--- src/hw/rtl/pedd_pkg.sv ---
// shared types, constants and arithmetic helpers of the palette dither
package pedd_pkg;

    localparam int PEDD_MAX_WIDTH   = 2048;
    localparam int PEDD_QUEUE_DEPTH = 4;
    localparam int PEDD_NUM_COLORS  = 5;
    localparam int PEDD_CFG_IDX_W   = 3;
    localparam int PEDD_CFG_DATA_W  = 24;

    // configuration register indexes
    localparam logic [PEDD_CFG_IDX_W-1:0] PEDD_REG_WIDTH  = 3'd0;
    localparam logic [PEDD_CFG_IDX_W-1:0] PEDD_REG_HEIGHT = 3'd1;
    localparam logic [PEDD_CFG_IDX_W-1:0] PEDD_REG_PAL0   = 3'd2;
    localparam logic [PEDD_CFG_IDX_W-1:0] PEDD_REG_PAL1   = 3'd3;
    localparam logic [PEDD_CFG_IDX_W-1:0] PEDD_REG_PAL2   = 3'd4;
    localparam logic [PEDD_CFG_IDX_W-1:0] PEDD_REG_PAL3   = 3'd5;
    localparam logic [PEDD_CFG_IDX_W-1:0] PEDD_REG_PAL4   = 3'd6;

    // diffusion weights in sixteenths
    localparam logic [2:0] PEDD_W_ABOVE_LEFT  = 3'd1;
    localparam logic [2:0] PEDD_W_ABOVE       = 3'd5;
    localparam logic [2:0] PEDD_W_ABOVE_RIGHT = 3'd3;
    localparam logic [2:0] PEDD_W_LEFT        = 3'd7;

    localparam logic [11:0] PEDD_WIDTH_RESET  = 12'd512;
    localparam logic [11:0] PEDD_HEIGHT_RESET = 12'd512;

    typedef struct packed {
        logic [7:0] red;
        logic [7:0] green;
        logic [7:0] blue;
    } t_rgb;

    typedef struct packed {
        logic signed [8:0] red;
        logic signed [8:0] green;
        logic signed [8:0] blue;
    } t_err3;

    typedef t_rgb [PEDD_NUM_COLORS-1:0] t_pal;

    localparam t_pal PEDD_PAL_RESET = {24'hFF0000, 24'h00FF00, 24'h0000FF,
                                       24'hFFFFFF, 24'h000000};

    typedef struct packed {
        logic first;
        logic abv_ok;
        logic proc;
        logic row_end;
    } t_flags;

    typedef struct packed {
        t_rgb   pix;
        t_flags flags;
    } t_item;

    typedef struct packed {
        t_rgb       quant;
        logic [2:0] idx;
        t_rgb       adj;
        logic       proc;
        logic       row_end;
    } t_res;

    // add c/16 of e to v, round half to even, saturate to a byte
    function automatic logic [7:0] add_share(input logic [7:0] v, input logic [2:0] c,
                                             input logic signed [8:0] e);
        logic signed [13:0] ext_v;
        logic signed [13:0] ext_c;
        logic signed [13:0] ext_e;
        logic signed [13:0] t;
        logic signed [9:0]  q;
        logic               up;
        ext_v = {2'b00, v, 4'b0000};
        ext_c = {11'd0, c};
        ext_e = {{5{e[8]}}, e};
        t     = ext_v + ext_c * ext_e;
        up    = (t[3:0] > 4'd8) || ((t[3:0] == 4'd8) && t[4]);
        q     = t[13:4] + {9'd0, up};
        if (q[9]) begin
            return 8'd0;
        end else if (q[8]) begin
            return 8'd255;
        end
        return q[7:0];
    endfunction

    function automatic logic [15:0] sq_diff(input logic [7:0] a, input logic [7:0] b);
        logic signed [8:0]  df;
        logic signed [17:0] p;
        df = $signed({1'b0, a}) - $signed({1'b0, b});
        p  = df * df;
        return p[15:0];
    endfunction

    function automatic logic signed [8:0] diff9(input logic [7:0] a, input logic [7:0] b);
        return $signed({1'b0, a}) - $signed({1'b0, b});
    endfunction

endpackage

--- src/hw/rtl/pedd_if.sv ---
// pixel stream channel interfaces
interface pedd_in_if;
    logic       valid;
    logic       ready;
    logic [7:0] in_blue;
    logic [7:0] in_green;
    logic [7:0] in_red;

    modport source (output valid, output in_blue, output in_green, output in_red,
                    input ready);
    modport sink (input valid, input in_blue, input in_green, input in_red,
                  output ready);
endinterface


--- src/hw/rtl/pedd_front.sv ---
// front end: raster counters and per-pixel classification
module pedd_front
    import pedd_pkg::*;
#(
    parameter int MAX_WIDTH = PEDD_MAX_WIDTH
) (
    input  logic                         i_clk,
    input  logic                         i_rst_n,
    pedd_in_if.sink                      i_pix,
    input  logic [11:0]                  i_width,
    input  logic [11:0]                  i_height,
    input  logic                         i_full,
    output logic                         o_push,
    output t_item                        o_item,
    output logic [$clog2(MAX_WIDTH)-1:0] o_x
);

    localparam int CW = $clog2(MAX_WIDTH);
    localparam int WW = $clog2(MAX_WIDTH + 1);

    logic [CW-1:0] r_col;
    logic [11:0]   r_row;
    logic          r_abv_nx;

    logic [WW-1:0] w_eff;
    logic [11:0]   h_eff;
    logic          col_ge;
    logic [12:0]   row1;
    logic [CW-1:0] x;
    logic [11:0]   row;
    logic [WW-1:0] xp1;
    logic [WW:0]   xp2;
    logic          last;
    logic [12:0]   row_p1;

    always_comb begin
        if (i_width < 12'd3) begin
            w_eff = WW'(3);
        end else if (32'(i_width) > MAX_WIDTH) begin
            w_eff = WW'(MAX_WIDTH);
        end else begin
            w_eff = WW'(i_width);
        end
        h_eff  = (i_height < 12'd2) ? 12'd2 : i_height;
        col_ge = WW'(r_col) >= w_eff;
        row1   = {1'b0, r_row} + {12'd0, col_ge};
        x      = col_ge ? '0 : r_col;
        row    = (row1 >= {1'b0, h_eff}) ? 12'd0 : row1[11:0];
        xp1    = WW'(x) + WW'(1);
        xp2    = (WW + 1)'(x) + (WW + 1)'(2);
        last   = xp1 == w_eff;
        row_p1 = {1'b0, row} + 13'd1;
    end

    assign i_pix.ready = !i_full;
    assign o_push      = i_pix.valid && !i_full;

    // above-right share is decided with the geometry seen by the previous word
    always_comb begin
        o_item.pix.blue      = i_pix.in_blue;
        o_item.pix.green     = i_pix.in_green;
        o_item.pix.red       = i_pix.in_red;
        o_item.flags.first   = x == '0;
        o_item.flags.abv_ok  = (x == '0) ? (row != 12'd0) : r_abv_nx;
        o_item.flags.proc    = ({1'b0, row} + 13'd2 <= {1'b0, h_eff}) && (x != '0)
                               && (xp2 <= (WW + 1)'(w_eff));
        o_item.flags.row_end = last;
        o_x                  = x;
    end

    always_ff @(posedge i_clk) begin
        if (!i_rst_n) begin
            r_col    <= '0;
            r_row    <= '0;
            r_abv_nx <= 1'b0;
        end else if (o_push) begin
            r_abv_nx <= (row != 12'd0) && (xp2 < (WW + 1)'(w_eff));
            if (last) begin
                r_col <= '0;
                r_row <= (row_p1 >= {1'b0, h_eff}) ? 12'd0 : row_p1[11:0];
            end else begin
                r_col <= CW'(xp1);
                r_row <= row;
            end
        end
    end

endmodule

--- src/flat_wrapper.sv ---
// flat-port wrapper written by rule: the top's interface ports become plain ports
module pedd_front_flat import pedd_pkg::*;
#(
    parameter int MAX_WIDTH = PEDD_MAX_WIDTH
)
  (i_clk, i_rst_n, i_width, i_height, i_full, o_push, o_item, o_x, i_pix_valid, i_pix_in_blue, i_pix_in_green, i_pix_in_red, i_pix_ready);
  pedd_in_if i_pix_i ();
  input  logic i_clk;
  input  logic i_rst_n;
  input  logic [11:0] i_width;
  input  logic [11:0] i_height;
  input  logic i_full;
  output logic o_push;
  output t_item o_item;
  output logic [$clog2(MAX_WIDTH)-1:0] o_x;
  input wire logic [$bits(i_pix_i.valid)-1:0] i_pix_valid;
  input wire logic [$bits(i_pix_i.in_blue)-1:0] i_pix_in_blue;
  input wire logic [$bits(i_pix_i.in_green)-1:0] i_pix_in_green;
  input wire logic [$bits(i_pix_i.in_red)-1:0] i_pix_in_red;
  output wire logic [$bits(i_pix_i.ready)-1:0] i_pix_ready;
  assign i_pix_i.valid = i_pix_valid;
  assign i_pix_i.in_blue = i_pix_in_blue;
  assign i_pix_i.in_green = i_pix_in_green;
  assign i_pix_i.in_red = i_pix_in_red;
  assign i_pix_ready = i_pix_i.ready;
  pedd_front #(.MAX_WIDTH(MAX_WIDTH)) u_core (.i_clk(i_clk), .i_rst_n(i_rst_n), .i_pix(i_pix_i), .i_width(i_width), .i_height(i_height), .i_full(i_full), .o_push(o_push), .o_item(o_item), .o_x(o_x));
endmodule
--- config.mk ---
export PLATFORM = sky130hd
export DESIGN_NAME = pedd_front_flat
export DESIGN_NICKNAME = d
export VERILOG_FILES = /design/src/hw/rtl/pedd_pkg.sv /design/src/hw/rtl/pedd_if.sv /design/src/hw/rtl/pedd_front.sv /design/src/flat_wrapper.sv
export SDC_FILE = /design/constraint.sdc
export NUM_CORES = 1
export LEC_CHECK = 0
export ABC_CLOCK_PERIOD_IN_PS = 12000
export CAP_MARGIN = 20
export CORE_MARGIN = 2
export CORE_UTILIZATION = 35
export CTS_BUF_LIST = sky130_fd_sc_hd__clkbuf_8 sky130_fd_sc_hd__clkbuf_16
export CTS_CLUSTER_DIAMETER = 120
export DETAILED_ROUTE_END_ITERATION = 8
export DONT_BUFFER_PORTS = 1
export PLACE_DENSITY = 0.58
export SYNTH_ARGS = -nofsm -noshare
export SYNTH_HDL_FRONTEND = slang
export SYNTH_SLANG_ARGS = --single-unit
--- constraint.sdc ---
create_clock -name i_clk -period 12 [get_ports i_clk]
set_clock_uncertainty 0.1 [all_clocks]
set_input_delay 2.4 -clock i_clk [delete_from_list [all_inputs] [get_ports i_clk]]
set_output_delay 2.4 -clock i_clk [all_outputs]
set_load 0.02 [all_outputs]
Word level (Yosys, flattened, before mapping)
Cells that the tools add are included.
{"block": "classes", "n_reduce_logical": 8, "muxes": 9, "n_eq_ne": 1, "add_sub_neg": 5, "order_cmp": 9}
{"cell": "$mux 12", "n": 6}
{"cell": "$ge 13x12->1", "n": 2}
{"cell": "$le 13x12->1", "n": 2}
{"cell": "$lt 12x2->1 const B", "n": 2}
{"cell": "$mux 11", "n": 2}
{"cell": "$add 12x1->13", "n": 1}
{"cell": "$add 12x1->13 const B", "n": 1}
{"cell": "$add 12x2->13 const B", "n": 1}
{"cell": "$lt 13x12->1", "n": 1}
{"cell": "$add 11x1->12 const B", "n": 1}
{"cell": "$add 11x2->12 const B", "n": 1}
{"cell": "$eq 12x12->1", "n": 1}
{"cell": "$ge 11x12->1", "n": 1}
{"cell": "$gt 12x12->1 const B", "n": 1}
{"cell": "$reduce_bool 12->1", "n": 1}
{"cell": "$logic_not 11->1", "n": 1}
{"cell": "$reduce_bool 11->1", "n": 1}
{"cell": "$logic_and 1x1->1", "n": 4}
{"cell": "$logic_not 1->1", "n": 1}
{"cell": "$mux 1", "n": 1}
{"block": "totals", "ff_bits": 24, "word_cells": 35}

Longest topological paths before layout
{"block": "logic_depth", "ltp_word": 11, "mapped_depth": 42}

Worst setup path before layout
No wires, ideal clock.
{"block": "synth_timing", "kind": "input -> output", "startpoint": "input i_width[4]", "endpoint": "output o_item[1] (netlist bit)", "required_time_ps": 9500, "path_buffers": 2, "setup_slack_ps": -241, "cell_stages": 34, "t_arrival_ps": 9741, "path_cell_list": "nor4_1 -> nand2_1 -> nor4_1 -> o21ai_0 -> ha_1 -> a2111oi_0 -> or4_1 -> and2_1 -> buf_2 -> inv_2 -> ha_1 -> ha_1 -> and2_1 -> and3_1 -> xor2_1 -> clkbuf_1 -> ha_1 -> a211oi_1 -> nand2_1 -> a221oi_1 -> and2_1 -> nand3_1 -> inv_1 -> ha_1 -> nand3_1 -> nor3_1 -> nor2_1 -> nor3_1 -> ha_1 -> nand4_1 -> a21oi_1 -> o311ai_0 -> a31oi_1 -> nor4b_1"}
{"item": "start: declaration", "line": "flat_wrapper.sv:10", "text": "input logic [11:0] i_width;"}
{"item": "end: declaration", "line": "flat_wrapper.sv:14", "text": "output t_item o_item;"}

==> summary.md <==
| Metric | Value |
|---|---|
| Total power | 0.0002579 W |
| Detailed Route WL | 15.46 mm |
| Final hold violation count | 0 |
| Setup crit end kind | output port |
| CP Data Required Time | 9.50 ns |
| Vias in the first global route | 4742 |
| Critical setup path kind | input pin to output port |
| Ys flop type | dfxtp_1 |
| GRT Total Usage | 20.44% |
| Starting Density | 35.87% |
| Cell variety after synth | 66 |
| Initial DRC count | 424 |
| Number of synthesized register bits | 24 |
| Die height | 120.7 µm |
| # Post-CTS Setup Buffers | 0 |
| Port bufs | 0 |
| Worst Path Arrival | 9.15 ns |
| Post-synth EDFFs | 0 |
| Largest net degree at the start of global routing | 29 |
| # DRC | 0 |
| Core area | 0.01330 mm² |
| Power Dens Cells | 51.02 mW/mm² |
| Syn Area/Cell | 7.227 µm² |
| Global-route wire length before repair | 24.07 mm |
| Die W | 120.7 µm |
| Final Hold Slack | 0.3606 ns |
| Slew Limit Fails | 0 |
| Total global routing overflow | 0 |
| IO Pins | 93 |
| Total CTS buffers | 3 |
| Fraction of registers with async set/reset | 0% |
| Vias/cell | 6.175 |
| Syn. warnings | 0 |
| Vias | 4983 |
| Root Driver | clkbuf_16 |
| Type of origin of the critical path | input pin |
| Initial DRT Pass Iterations | 5 |
| DIE AREA | 0.01458 mm² |
| Cell row count | 42 |
| Routed Antenna Nets | 0 |
| Layout cells sized above 1 | 10.62% |
| Cell Area, Synth | 0.004770 mm² |
| N_diodes | 0 |
| Leakage | 2.207 nW |
| CTS Sinks | 24 |
| Tmin final | 11.65 ns |
| Post-synthesis sequential area ratio | 10.07% |
| Final Wtd Congestion | 0.9428 |
| Final setup fails | 0 |
| Worst-path clk slew | 0.06 ns |
| Peak supply drop | 46.66 µV |
| Number of hold buffers added after cts | 0 |
| Clk Latency, worst-skew pair | 0.27 ns |
| Crit path max-delay family | simple AND/OR/NAND/NOR gates |
| Worst slew pin tran | 1.045 ns |
| Post-Route Utilization | 38.02% |
| Fmax | 85.83 MHz |
| Non-filler cells, final | 807 |
| Outcome | finished, final reports clean |
| Final net count | 751 |
| Critical Path Max Stage Delay | 0.36 ns |
| Avg WL per Cell | 19.16 µm |
| Slowest-stage cell, CP | a2111oi_2 |
| Mapped Nets | 779 |
| Synth Instances | 660 |
| WP buf/inv | 5 |
| Crit-path max FO | 5 |
| Worst Hold Class | register to register |
| Setup TNS Final | 0 ns |
| Placed insts | 803 |
| Antenna violations before repair | 0 |
| TritonCTS clock tree | yes |
| P&R area growth vs syn | 5.981% |
| DP HPWL | 12.17 mm |
| CTS H-tree lvls | 1 |
| Bufs on Longest Clock Path | 2 |
| Max-slew headroom at the worst pin | 29.73% |
| Post-route clock period utilization | 97.09% |
| Critical Path Most Common Cell | ha_1 |
| Max cap viols | 0 |
==> state kept, by name, indices dropped and copies added, names as in the netlist <==
name / count
u_core.r_abv_nx: 1
u_core.r_col: 11
u_core.r_row: 12
==> cell type report <==
| class | count | area [µm²] |
|---|---|---|
| fillers | 1407 | 8240 |
| flip-flops and latches | 24 | 480.5 |
| well taps | 176 | 220.2 |
| repair buffers | 28 | 210.2 |
| inverters | 40 | 150.1 |
| clock buffers | 3 | 75.07 |
| multi-input cells | 535 | 3889 |
| clock inverters | 1 | 30.03 |
==> cells by family after synthesis <==
| group | synth area share (%) |
|---|---|
| buffers and inverters | 10.78 |
| AO/OA/AOI/OAI | 23.98 |
| adder cells (fa/ha/maj) | 17.58 |
| XOR/XNOR | 7.135 |
| flip-flops | 10.07 |
| multiplexers | 0.4197 |
| AND/OR/NAND/NOR | 30.04 |
==> cells in the final DEF (no fill, tap or decap), drive strengths merged, types with 7 or more instances in the layout <==
cell type,synthesis,routed
and2,11,11
nand2,60,60
a21o,8,8
nand4,23,23
nand3,30,30
xor2,14,14
a31oi,14,14
xnor2,17,17
o21ai,26,26
and3,16,16
buf,41,28
nor2,54,54
or4,10,10
o21a,11,11
o211ai,9,9
nor4,10,10
dfxtp,24,24
a21oi,32,32
ha,67,67
inv,40,40
a211oi,7,7
nor3,22,22
nor2b,8,8
o2111ai,9,9
==> cell usage after synthesis, types with 3 or more instances <==
cell type / count / share of area (%)
a211o_1: 4 / 0.73
a211oi_1: 7 / 1.1
a21boi_0: 4 / 0.63
a21o_1: 8 / 1.3
a21oi_1: 32 / 3.4
a22o_1: 4 / 0.73
a31oi_1: 14 / 1.8
a32oi_1: 3 / 0.55
and2_1: 10 / 1.3
and3_1: 16 / 2.1
and4_1: 3 / 0.55
buf_2: 9 / 0.94
buf_4: 31 / 4.9
clkbuf_1: 20 / 1.6
dfxtp_1: 24 / 10
ha_1: 67 / 18
inv_1: 39 / 3.1
nand2_1: 60 / 4.7
nand3_1: 29 / 3.0
nand4_1: 20 / 2.6
nand4b_1: 3 / 0.55
nor2_1: 54 / 4.2
nor2b_1: 8 / 1.0
nor3_1: 22 / 2.3
nor4_1: 9 / 1.2
o2111ai_1: 9 / 1.7
o211ai_1: 9 / 1.4
o21a_1: 11 / 1.7
o21ai_0: 26 / 2.7
o21bai_1: 3 / 0.47
o311ai_0: 5 / 0.92
o31ai_1: 6 / 0.94
or2_2: 6 / 0.79
or3_1: 4 / 0.52
or4_1: 8 / 1.3
xnor2_1: 17 / 3.1
xor2_1: 14 / 2.6
==> what timing repair did <==
action,4_1_cts,5_1_grt
endpoints found under the hold margin,0,0
endpoints found under the setup margin,0,1
resized for setup,0,20
==> final timing paths <==
check                               start                           end  slack [ns]  depth (start not counted)
max                            i_width[4]                     o_item[1]        0.35                         35
min          u_core.r_abv_nx$_SDFFE_PN0P_  u_core.r_abv_nx$_SDFFE_PN0P_        0.36                          2
max reg2reg  u_core.r_col[5]$_SDFFE_PN0P_  u_core.r_row[7]$_SDFFE_PN0P_        3.18                         31
min reg2reg  u_core.r_abv_nx$_SDFFE_PN0P_  u_core.r_abv_nx$_SDFFE_PN0P_        0.36                          2
==> metrics by stage <==
stage | instance area (µm²) | worst slack [ns]
after floorplan | 4776 | 0.01083
after global placement | 4848 | 0.3872
after detailed placement | 4848 | 0.1376
after CTS | 4954 | 0.09460
after global routing | 5055 | -0.1159
final | 5055 | 0.3496
==> tightest hold or removal path, delay by kind of cell (launching register included) <==
kind,cells,cell delay [ns]
and+or+nand+nor,1,0.05
DFF,1,0.31
AOI/OAI and AO/OA,1,0.06
==> routing by layer <==
metal	track usage, %	vias up	part of all wire [%]
met3	2.453	32	6.8
li1	-	2366	-
met2	34.25	220	46
met4	6.831	0	2.6
met5	0	-	0
met1	27.12	2365	44
==> power breakdown <==
part / total (W) / switching, W / internal [W]
Sequential: 0.0000835 / 0.00000239 / 0.0000811
Clock: 0.0000988 / 0.0000323 / 0.0000665
Combinational: 0.0000756 / 0.0000474 / 0.0000282
(Power assumes the default switching activity.)
