### config.mk
export PLATFORM = sky130hd
export DESIGN_NAME = pedd_fifo
export DESIGN_NICKNAME = d
export VERILOG_FILES = /design/src/hw/rtl/pedd_pkg.sv /design/src/hw/rtl/pedd_fifo.sv
export SDC_FILE = /design/constraint.sdc
export NUM_CORES = 1
export LEC_CHECK = 0
export CELL_PAD_IN_SITES_DETAIL_PLACEMENT = 0
export CELL_PAD_IN_SITES_GLOBAL_PLACEMENT = 1
export CORE_MARGIN = 10
export CORE_UTILIZATION = 51
export DETAILED_ROUTE_END_ITERATION = 10
export DONT_BUFFER_PORTS = 1
export HOLD_SLACK_MARGIN = 0.1
export PLACE_DENSITY_LB_ADDON = 0.1
export SLEW_MARGIN = 0
export SYNTH_ARGS = -nofsm -noshare
export SYNTH_HDL_FRONTEND = slang
export SYNTH_SLANG_ARGS = --single-unit
### constraint.sdc
create_clock -name i_clk -period 2.95 [get_ports i_clk]
set_input_delay 0.4425 -clock i_clk [delete_from_list [all_inputs] [get_ports i_clk]]
set_output_delay 0.4425 -clock i_clk [all_outputs]
set_load 0.02 [all_outputs]
### src/hw/rtl/pedd_pkg.sv
// shared types, constants and arithmetic helpers of the palette dither
package pedd_pkg;

    localparam int PEDD_MAX_WIDTH   = 2048;
    localparam int PEDD_QUEUE_DEPTH = 4;
    localparam int PEDD_NUM_COLORS  = 5;
    localparam int PEDD_CFG_IDX_W   = 3;
    localparam int PEDD_CFG_DATA_W  = 24;

    // configuration register indexes
    localparam logic [PEDD_CFG_IDX_W-1:0] PEDD_REG_WIDTH  = 3'd0;
    localparam logic [PEDD_CFG_IDX_W-1:0] PEDD_REG_HEIGHT = 3'd1;
    localparam logic [PEDD_CFG_IDX_W-1:0] PEDD_REG_PAL0   = 3'd2;
    localparam logic [PEDD_CFG_IDX_W-1:0] PEDD_REG_PAL1   = 3'd3;
    localparam logic [PEDD_CFG_IDX_W-1:0] PEDD_REG_PAL2   = 3'd4;
    localparam logic [PEDD_CFG_IDX_W-1:0] PEDD_REG_PAL3   = 3'd5;
    localparam logic [PEDD_CFG_IDX_W-1:0] PEDD_REG_PAL4   = 3'd6;

    // diffusion weights in sixteenths
    localparam logic [2:0] PEDD_W_ABOVE_LEFT  = 3'd1;
    localparam logic [2:0] PEDD_W_ABOVE       = 3'd5;
    localparam logic [2:0] PEDD_W_ABOVE_RIGHT = 3'd3;
    localparam logic [2:0] PEDD_W_LEFT        = 3'd7;

    localparam logic [11:0] PEDD_WIDTH_RESET  = 12'd512;
    localparam logic [11:0] PEDD_HEIGHT_RESET = 12'd512;

    typedef struct packed {
        logic [7:0] red;
        logic [7:0] green;
        logic [7:0] blue;
    } t_rgb;

    typedef struct packed {
        logic signed [8:0] red;
        logic signed [8:0] green;
        logic signed [8:0] blue;
    } t_err3;

    typedef t_rgb [PEDD_NUM_COLORS-1:0] t_pal;

    localparam t_pal PEDD_PAL_RESET = {24'hFF0000, 24'h00FF00, 24'h0000FF,
                                       24'hFFFFFF, 24'h000000};

    typedef struct packed {
        logic first;
        logic abv_ok;
        logic proc;
        logic row_end;
    } t_flags;

    typedef struct packed {
        t_rgb   pix;
        t_flags flags;
    } t_item;

    typedef struct packed {
        t_rgb       quant;
        logic [2:0] idx;
        t_rgb       adj;
        logic       proc;
        logic       row_end;
    } t_res;

    // add c/16 of e to v, round half to even, saturate to a byte
    function automatic logic [7:0] add_share(input logic [7:0] v, input logic [2:0] c,
                                             input logic signed [8:0] e);
        logic signed [13:0] ext_v;
        logic signed [13:0] ext_c;
        logic signed [13:0] ext_e;
        logic signed [13:0] t;
        logic signed [9:0]  q;
        logic               up;
        ext_v = {2'b00, v, 4'b0000};
        ext_c = {11'd0, c};
        ext_e = {{5{e[8]}}, e};
        t     = ext_v + ext_c * ext_e;
        up    = (t[3:0] > 4'd8) || ((t[3:0] == 4'd8) && t[4]);
        q     = t[13:4] + {9'd0, up};
        if (q[9]) begin
            return 8'd0;
        end else if (q[8]) begin
            return 8'd255;
        end
        return q[7:0];
    endfunction

    function automatic logic [15:0] sq_diff(input logic [7:0] a, input logic [7:0] b);
        logic signed [8:0]  df;
        logic signed [17:0] p;
        df = $signed({1'b0, a}) - $signed({1'b0, b});
        p  = df * df;
        return p[15:0];
    endfunction

    function automatic logic signed [8:0] diff9(input logic [7:0] a, input logic [7:0] b);
        return $signed({1'b0, a}) - $signed({1'b0, b});
    endfunction

endpackage

### src/hw/rtl/pedd_fifo.sv
// short queue between front end and back end
module pedd_fifo
    import pedd_pkg::*;
#(
    parameter int DW    = 8,
    parameter int DEPTH = PEDD_QUEUE_DEPTH
) (
    input  logic          i_clk,
    input  logic          i_rst_n,
    input  logic          i_push,
    input  logic [DW-1:0] i_data,
    output logic          o_full,
    output logic          o_vld,
    input  logic          i_pop,
    output logic [DW-1:0] o_data
);

    localparam int PW = (DEPTH > 1) ? $clog2(DEPTH) : 1;
    localparam int NW = $clog2(DEPTH + 1);

    logic [DW-1:0] r_mem [DEPTH];
    logic [PW-1:0] r_wp;
    logic [PW-1:0] r_rp;
    logic [NW-1:0] r_cnt;
    logic          push_ok;
    logic          pop_ok;

    assign o_full  = r_cnt == NW'(DEPTH);
    assign o_vld   = r_cnt != '0;
    assign o_data  = r_mem[r_rp];
    assign push_ok = i_push && !o_full;
    assign pop_ok  = i_pop && o_vld;

    always_ff @(posedge i_clk) begin
        if (!i_rst_n) begin
            r_wp  <= '0;
            r_rp  <= '0;
            r_cnt <= '0;
        end else begin
            if (push_ok) begin
                r_wp <= (r_wp == PW'(DEPTH - 1)) ? '0 : r_wp + PW'(1);
            end
            if (pop_ok) begin
                r_rp <= (r_rp == PW'(DEPTH - 1)) ? '0 : r_rp + PW'(1);
            end
            if (push_ok && !pop_ok) begin
                r_cnt <= r_cnt + NW'(1);
            end else if (pop_ok && !push_ok) begin
                r_cnt <= r_cnt - NW'(1);
            end
        end
    end

    always_ff @(posedge i_clk) begin
        if (push_ok) begin
            r_mem[r_wp] <= i_data;
        end
    end

endmodule

After elaboration in Yosys (flattened, before gate mapping)
Memory sizes are Yosys's and may differ from the RTL's. A register that Yosys moved wholly into a read port is not among the register bits.
Cells that the tools add are included.
{ "totals": {"romBits": 0, "reg_bits": 7, "mem_bits_rw": 32, "latchBits": 0, "input_bits": 12, "memories": 1, "word_cells": 28, "output_inout_bits": 10} }
{ "mem_list": {"columns": ["memory", "words", "word_bits", "read_ports", "rd_ports_with_merged_regs", "write_ports", "line_no", "text"], "rows": [
  ["r_mem", 4, 8, 1, 1, 1, "pedd_fifo.sv:21", "logic [DW-1:0] r_mem [DEPTH];"]
]} }
{ "op_classes": {"reduce_logical": 9, "eq_ne": 3, "muxes": 8, "shifts": 0, "bitwise": 0, "order_cmp": 0, "addsub": 4, "mul": 0, "div": 0} }
{ "ops": {"columns": ["cell", "count"], "rows": [
  ["$mux 2", 4],
  ["$mux 3", 2],
  ["$add 2x1->2 const B", 2],
  ["$eq 2x2->1 const B", 2],
  ["$logic_and 1x1->1", 4],
  ["$add 3x1->3 const B", 1],
  ["$eq 3x3->1 const B", 1],
  ["$logic_not 1->1", 3],
  ["$reduce_bool 3->1", 1],
  ["$sub 3x1->3 const B", 1],
  ["$mux 1", 2],
  ["$reduce_bool 2->1", 1]
]} }

Longest topological paths before layout
Gate-level depths: netlist (run 1).
{ "logic_depth": {"ltp_word": 7, "mapped_depth": 9, "mapped_depth_nobuf": 8} }

Least setup slack after synthesis (run 1)
No wires, ideal clock.
{ "synth_timing": {"kind": "flip-flop to flip-flop", "startpoint": "reg r_cnt[0]", "endpoint": "reg r_cnt[2]", "setup_slack_ns": 0.861, "n_path_buf": 0, "synth_period_minus_slack_ns": 2.089, "required_ns": 2.874, "arrival_ns": 2.014, "path_stages_with_launch": 8, "setup_ns": 0.076, "cell_sequence": "dfxtp_1 > o31ai_1 > ha_1 > inv_1 > fa_1 > xor2_1 > or3_1 > a21boi_0"} }
{ "synth_via": {"elab_chain_len": 6, "elab_cells_between_ends": 14, "classes_between": "2 x add/sub; 1 x eq/ne; 2 x mux; 9 x reduce/logical"} }
{ "synth_lines": {"columns": ["element", "line_no", "text"], "rows": [
  ["from (decl)", "pedd_fifo.sv:24", "logic [NW-1:0] r_cnt;"],
  ["from (signal assigned)", "pedd_fifo.sv:47", "r_cnt <= r_cnt + NW'(1);"],
  ["from (signal assigned)", "pedd_fifo.sv:49", "r_cnt <= r_cnt - NW'(1);"],
  ["branches (longest 6 deep; another with $sub 3x1->3)", null, null]
]} }
Parallel ways; which one is timed is not known. The select of a mux whose other input is x is not followed.
A chain may end at the register's enable or synchronous reset.

Worst setup path in the final report (run 1)
{ "layout_timing": {"startpoint": "reg r_cnt[0]", "endpoint": "reg r_cnt[2]"} }
{ "layout_via": {"elab_chain_len": 6, "elab_cells_between_ends": 14, "classes_between": "2 x add/sub; 1 x eq/ne; 2 x mux; 9 x reduce/logical"} }
{ "layout_lines": {"columns": ["element", "line_no", "text"], "rows": [
  ["$eq 3x3->1 *", "pedd_fifo.sv:28", "assign o_full = r_cnt == NW'(DEPTH);"],
  ["named net o_full", "pedd_fifo.sv:12", "output logic o_full,"],
  ["$logic_not 1->1 *", "pedd_fifo.sv:31", "assign push_ok = i_push && !o_full;"],
  ["$logic_and 1x1->1 *", "pedd_fifo.sv:31", null],
  ["$logic_not 1->1", "pedd_fifo.sv:48", "end else if (pop_ok && !push_ok) begin"],
  ["$logic_and 1x1->1", "pedd_fifo.sv:48", null],
  ["$reduce_bool 2->1 (no source line)", null, null]
]} }
Mark *: on every way through the listed nets, which the timed path passes. The rest lies on a longest branch. The select of a mux whose other input is x is not followed.

==> metrics.md, run 1 <==
| Metric | Value |
|---|---|
| Final hold violation count | `0` |
| GRT Resource Usage Total | `0.0894` |
| Max-cap violations | `0` |
| Inst Count DP | `133` |
| Synth Net Count | `112` |
| Share of total power in combinational logic | `0.258` |
| Via density | `5.33` |
| First-pass GRT wire length | `4030 microns` |
| Synth Register Bits | `41` |
| Ant. Diodes | `0` |
| Yosys top cell area share | `0.589` |
| Ys Warns | `0` |
| Synth Cell Area | `about 1600 sq um` |
| H-tree depth | `2` |
| Run status | `completed` |
| PostCTS Resize Cnt | `0` |
| Detail Route Antenna Nets | `0` |
| Vias after detailed routing | `~750` |
| Final net count | `between 100 and 150` |
| Sw frac | `0.316` |
| Largest net degree at the start of global routing | `13` |
| Die Area | `5860 sq um` |
| Setup violators final | `0` |
| Commonest non-fill, non-tap cell in the layout | `edfxtp_1` |
| Number of global-route vias before repair | `789` |
| Cell Count, Final, Fillers Out | `141` |
| Peak Freq | `between 0.4 and 0.5 GHz` |
| Gp weighted congestion | `0.676` |
| Syn Area/Cell | `~18 sq um` |
| Worst Tran Pin Value | `approximately 0.57 ns` |
| I/O pin cnt | `22` |
| Drt initial violations | `a little over 60` |
| Top cells by area, synth | `edfxtp_1 59%, dfxtp_1 11%, mux4_2 11%` |
| Yosys top cell by area | `edfxtp_1` |
| Post-layout min period | `2.41 ns` |
| Clk buf depth | `2` |
| GRT overflow | `0` |
| Num CTS Buffers | `5` |
| CP arrival | `about 2.7 ns` |
| Worst vdd rail ir drop | `0.000424 V` |
| Post-Route WL | `2470 microns` |
| Die width | `76.6 microns` |
| Clock slew at reported path FFs | `0.11 ns` |
| Setup TNS | `0 ns` |
| CTS root buffer | `clkbuf_4` |
| CTS tree | `yes` |
| Pint | `959 uW` |
| RSZ-0062 raised after global routing | `false` |
| Initial antenna violation count | `0` |
| PnR worst setup slack | `0.542 ns` |
| Slew HR | `0.614` |
| Setup repair bufs after CTS | `0` |
| DRC viols | `0` |
| Most frequent cells in the layout | `32 x edfxtp_1, 9 x dfxtp_1, 8 x mux4_2` |
| Core Box Area | `between 3000 and 4000 sq um` |
| Share of cells above drive strength 1 | `0.175` |
| Number of clock sinks | `slightly above 40` |
| Worst setup SP type | `flop` |
| Distinct cells, synth | `23` |
| PwrDens | `814 nW/um^2` |
| Final Instance Area | `1720 sq um` |
| Synth Instances | `93` |
| R2r startpoint | `r_cnt[0]$_SDFFE_PN0P_` |
| Initial Util | `0.535` |
| Tcrit/Tclk final | `0.816` |
| Hold buffers post-CTS | `0` |
| Area post-placement | `approximately 1700 sq um` |
| Pre-CTS WS | `~0.55 ns` |
| Drt pass-1 iters | `3` |
| Critical path class | `flop to flop` |
| Crit. Startpoint | `r_cnt[0]$_SDFFE_PN0P_` |
| Worst Clk Skew | `0.00727 ns` |
| Hold path start | `i_data[2]` |
| Avg WL per Cell | `around 17 microns` |
| Slew Limit Fails | `0` |
| Port bufs | `0` |
| Area grow syn2layout | `5.44%` |
| Crit path max fanout | `7` |
| Register area share after synthesis | `0.699` |
| Register share of total power | `0.561` |
| CP Data Required Time | `~3.2 ns` |
| Number of cell rows | `20` |
| P_leak | `0.582 nW` |
| Critical Path Sink Type | `flop` |
| Worst Hold Class | `input port to flop` |
| Clock Power Share | `0.182` |
| Worst-skew pair later-pin latency | `0.33 ns` |
| Hold Worst Slack | `0.195 ns` |
| DP HPWL | `around 1800 microns` |
| Switching power | `443 uW` |
| Die Ht | `76.6 microns` |
synth_stat cells, drive strengths merged:
| cell | n |
|---|---|
| a21boi | 1 |
| and2 | 5 |
| buf | 3 |
| clkbuf | 1 |
| dfxtp | 9 |
| edfxtp | 32 |
| fa | 1 |
| ha | 6 |
| inv | 3 |
| mux2i | 3 |
| mux4 | 8 |
| nand2 | 6 |
| nand3 | 2 |
| nor2 | 2 |
| nor2b | 2 |
| nor3b | 1 |
| o21ai | 3 |
| o31ai | 1 |
| or3 | 2 |
| xnor2 | 1 |
| xor2 | 1 |
kinds of logic after synthesis:
logic type               after synthesis  share of synthesized area
AO/OA/AOI/OAI                          5                     0.0184
XOR/XNOR                               2                     0.0107
adder cells (fa/ha/maj)                7                     0.0582
buffers and inverters                  7                     0.0176
flip-flops                            41                      0.699
multiplexers                          11                      0.129
AND/OR/NAND/NOR                       20                     0.0674
power by group through the flow:
stage               Clock (mW)  Combinational, mW  Sequential [mW]
finish                   0.255              0.361            0.786
global route             0.296              0.401            0.802
CTS                      0.266              0.368            0.790
detailed placement           0              0.366            0.803
global placement             0              0.362            0.799
floorplan                    0              0.346            0.756
critical path, stage by stage, from the launching register on:
cell and delay, ns:
dfxtp_1 0.46, nor3b_2 0.14, nor2b_1 0.41, ha_1 0.27
inv_1 0.06, fa_1 0.37, xor2_1 0.15, or3_1 0.30
a21boi_0 0.17
metrics by stage:
stage | total power, mW | utilization
after floorplan | 1.10 | -
after global placement | 1.16 | 0.547
after detailed placement | 1.17 | 0.547
after CTS | 1.42 | 0.564
after global routing | 1.50 | 0.564
final | 1.40 | 0.564
flip-flops by register name (all words and copies together) (netlist names), named ones only:
signal	flops
r_mem	32
r_cnt	3
r_rp	2
r_wp	2
area by class of cell:
cell class	instances	area (sq um)
Clock inverter	2	10.0
Sequential cell	41	1140
Tap cell	44	55.1
Fill cell	275	1330
Inverter	3	11.3
Multi-Input combinational cell	45	463
Clock buffer	6	41.3
per-layer routing:
metal,track usage,part of all wire,wire length [microns],vias up
met2,0.141,0.48,1190,22
met5,0,0,0,-
met4,0.0390,0.022,55,0
met1,0.0971,0.42,1040,363
met3,0.0483,0.072,178,7
li1,-,-,-,359
final timing paths:
| kind | to | slack (ns) | cells past startpoint |
|---|---|---|---|
| worst max-delay path | r_cnt[2]$_SDFFE_PN0P_ | 0.54 | 8 |
| worst min-delay path | r_mem[3][2]$_DFFE_PP_ | 0.20 | 0 |
| worst max register to register | r_cnt[2]$_SDFFE_PN0P_ | 0.54 | 8 |
| worst min register to register | r_wp[1]$_SDFFE_PN0P_ | 0.53 | 2 |
Note: power is estimated with default switching activity, not from simulation.
==> inputs of run 2 (changes only) <==
- CORE_UTILIZATION: 51 -> 46
- clock period: 2.95 -> 2 ns (I/O delays scaled with it)
==> run 2 against run 1 <==
  * Register-to-register slack lost 0.46 ns
  * Routed wire length rose by 9.8%
  * Sequential cell count unchanged
  * Highest routed layer unchanged
  * Die area increased by 8.0%
==> metrics.md, run 2 (synthesized netlist as in run 1, its figures left out) <==
| Metric | Value |
|---|---|
| Avg WL per Cell | `16.8 microns` |
| Final net count | `133` |
| Drt pass-1 iters | `4` |
| GR Util met3 | `0.0473` |
| Critical Path Sink Type | `flop` |
| Max-cap violations | `0` |
| Number of clock sinks | `41` |
| Final hold violation count | `0` |
| Commonest non-fill, non-tap cell in the layout | `edfxtp_1` |
| Worst Clk Skew | `0.00847 ns` |
| Detail Route Antenna Nets | `0` |
| Crit path max fanout | `5` |
| DP HPWL | `around 1900 microns` |
| Worst Tran Pin Value | `about 0.44 ns` |
| Core Box Area | `3390 sq um` |
| Critical path class | `flop to flop` |
| Initial antenna violation count | `0` |
| Gp weighted congestion | `0.692` |
| Largest net degree at the start of global routing | `14` |
| Peak Freq | `0.521 GHz` |
| Post-layout min period | `1.92 ns` |
| Tcrit/Tclk final | `0.959` |
| Number of cell rows | `21` |
| Pwr Total | `2.22 mW` |
| Die width | `79.6 microns` |
| Ant. Diodes | `0` |
| Top reg by flops | `r_mem` |
| PwrDens | `approximately 1200 nW/um^2` |
| Run status | `completed` |
| DRC viols | `0` |
| Max FFs per register | `32` |
| Final Instance Area | `around 1900 sq um` |
| Port bufs | `0` |
| CP Data Required Time | `2.27 ns` |
| Area grow syn2layout | `18.0%` |
| Cell Count, Final, Fillers Out | `161` |
| P_leak | `approximately 0.66 nW` |
| GRT Resource Usage Total | `0.0942` |
| RSZ-0062 raised after global routing | `false` |
| CTS tree | `yes` |
| Largest registers | `r_mem: 32 flops, r_cnt: 3 flops` |
| Worst Hold Class | `input port to flop` |
| GRT overflow | `0` |
| Drt initial violations | `54` |
| Post-Route WL | `2710 microns` |
| Hold Worst Slack | `0.137 ns` |
| Number of global-route vias before repair | `approximately 880` |
| Top Usage Layer GRT | `met2` |
| H-tree depth | `2` |
| Worst setup SP type | `flop` |
| I/O pin cnt | `22` |
| CTS root buffer | `clkbuf_4` |
| Inst Count DP | `139` |
| Num CTS Buffers | `5` |
| Worst vdd rail ir drop | `0.000699 V` |
| Vias after detailed routing | `roughly 810` |
| Worst-skew pair later-pin latency | `about 0.34 ns` |
| Setup violators final | `0` |
| Clock slew at reported path FFs | `0.11 ns` |
| Finished Core Util | `0.568` |
| Share of cells above drive strength 1 | `0.287` |
| First-pass GRT wire length | `4450 microns` |
| Die Ht | `roughly 80 microns` |
| CP arrival | `2.19 ns` |
| M1 GR Usage | `0.0977` |
| Via density | `5.02` |
| Most frequent cells in the layout | `32 x edfxtp_1, 10 x dlygate4sd3_1, 8 x mux4_2, 8 x buf_4` |
| Area post-placement | `between 1500 and 2000 sq um` |
| Slew HR | `0.710` |
| Initial Util | `0.482` |
| Slew Limit Fails | `0` |
| Die Area | `6330 sq um` |
| Global routing usage on met2 | `0.161` |
| Clk buf depth | `2` |
==> run 2: cell count changes in the layout (fill, tap and decap cells not counted), moves of 3 or more <==
cell           delta
buf_4             +8
dfxtp_1           -3
dfxtp_4           +3
dlygate4sd3_1    +10
==> run 2: routing by layer <==
layer  vias up  routed length [microns]
met5         -                        0
met4         0                       12
met3         2                      174
met2        18                     1480
met1       399                     1040
li1        389                        -
==> run 2: where the power goes <==
group          leakage [nW]  switching (mW)  total (mW)  internal (mW)
logic                 0.264           0.360       0.683          0.323
clock network        0.0310           0.255       0.388          0.133
registers             0.369          0.0874        1.15           1.06
==> run 2: layout make-up <==
cell class,instances,area (sq um)
Sequential cell,41,1150
Clock buffer,5,37.5
Multi-Input combinational cell,45,490
Timing Repair Buffer,18,160
Inverter,3,11.3
Fill cell,268,1460
Tap cell,46,57.6
Clock inverter,3,17.5
==> run 2: critical path, stage by stage (launching register included) <==
cell and delay (ns):
dfxtp_4 0.38, nor3b_4 0.16, nor2b_2 0.13, ha_2 0.19
inv_1 0.05, fa_2 0.33, xor2_1 0.15, or3_1 0.31
a21boi_1 0.15
==> run 2: through the flow <==
stage | worst slack [ns] | setup TNS [ns]
6_report | 0.0815 | 0
5_1_grt | 0.00105 | 0
4_1_cts | 0.00101 | 0
3_5_place_dp | -0.0425 | -0.0425
3_3_place_gp | 0.00248 | 0
2_1_floorplan | 0.00413 | 0
==> run 2: worst paths after layout <==
path | slack [ns] | end | from | depth (start not counted)
max | 0.08 | r_cnt[2]$_SDFFE_PN0P_ | r_cnt[2]$_SDFFE_PN0P_ | 8
max reg2reg | 0.08 | r_cnt[2]$_SDFFE_PN0P_ | r_cnt[2]$_SDFFE_PN0P_ | 8
min | 0.14 | r_rp[1]$_SDFFE_PN0P_ | i_rst_n | 2
min reg2reg | 0.51 | r_wp[1]$_SDFFE_PN0P_ | r_wp[1]$_SDFFE_PN0P_ | 2
==> run 2: what timing repair did <==
| action | in CTS | in global routing |
|---|---|---|
| gates resized for setup | 4 | 4 |
| endpoints found under the setup margin | 1 | 1 |
| pin swaps | 1 | 2 |
| buffers inserted | 1 | 3 |
| hold buffers | 9 | 1 |
| endpoints found under the hold margin | 37 | 2 |
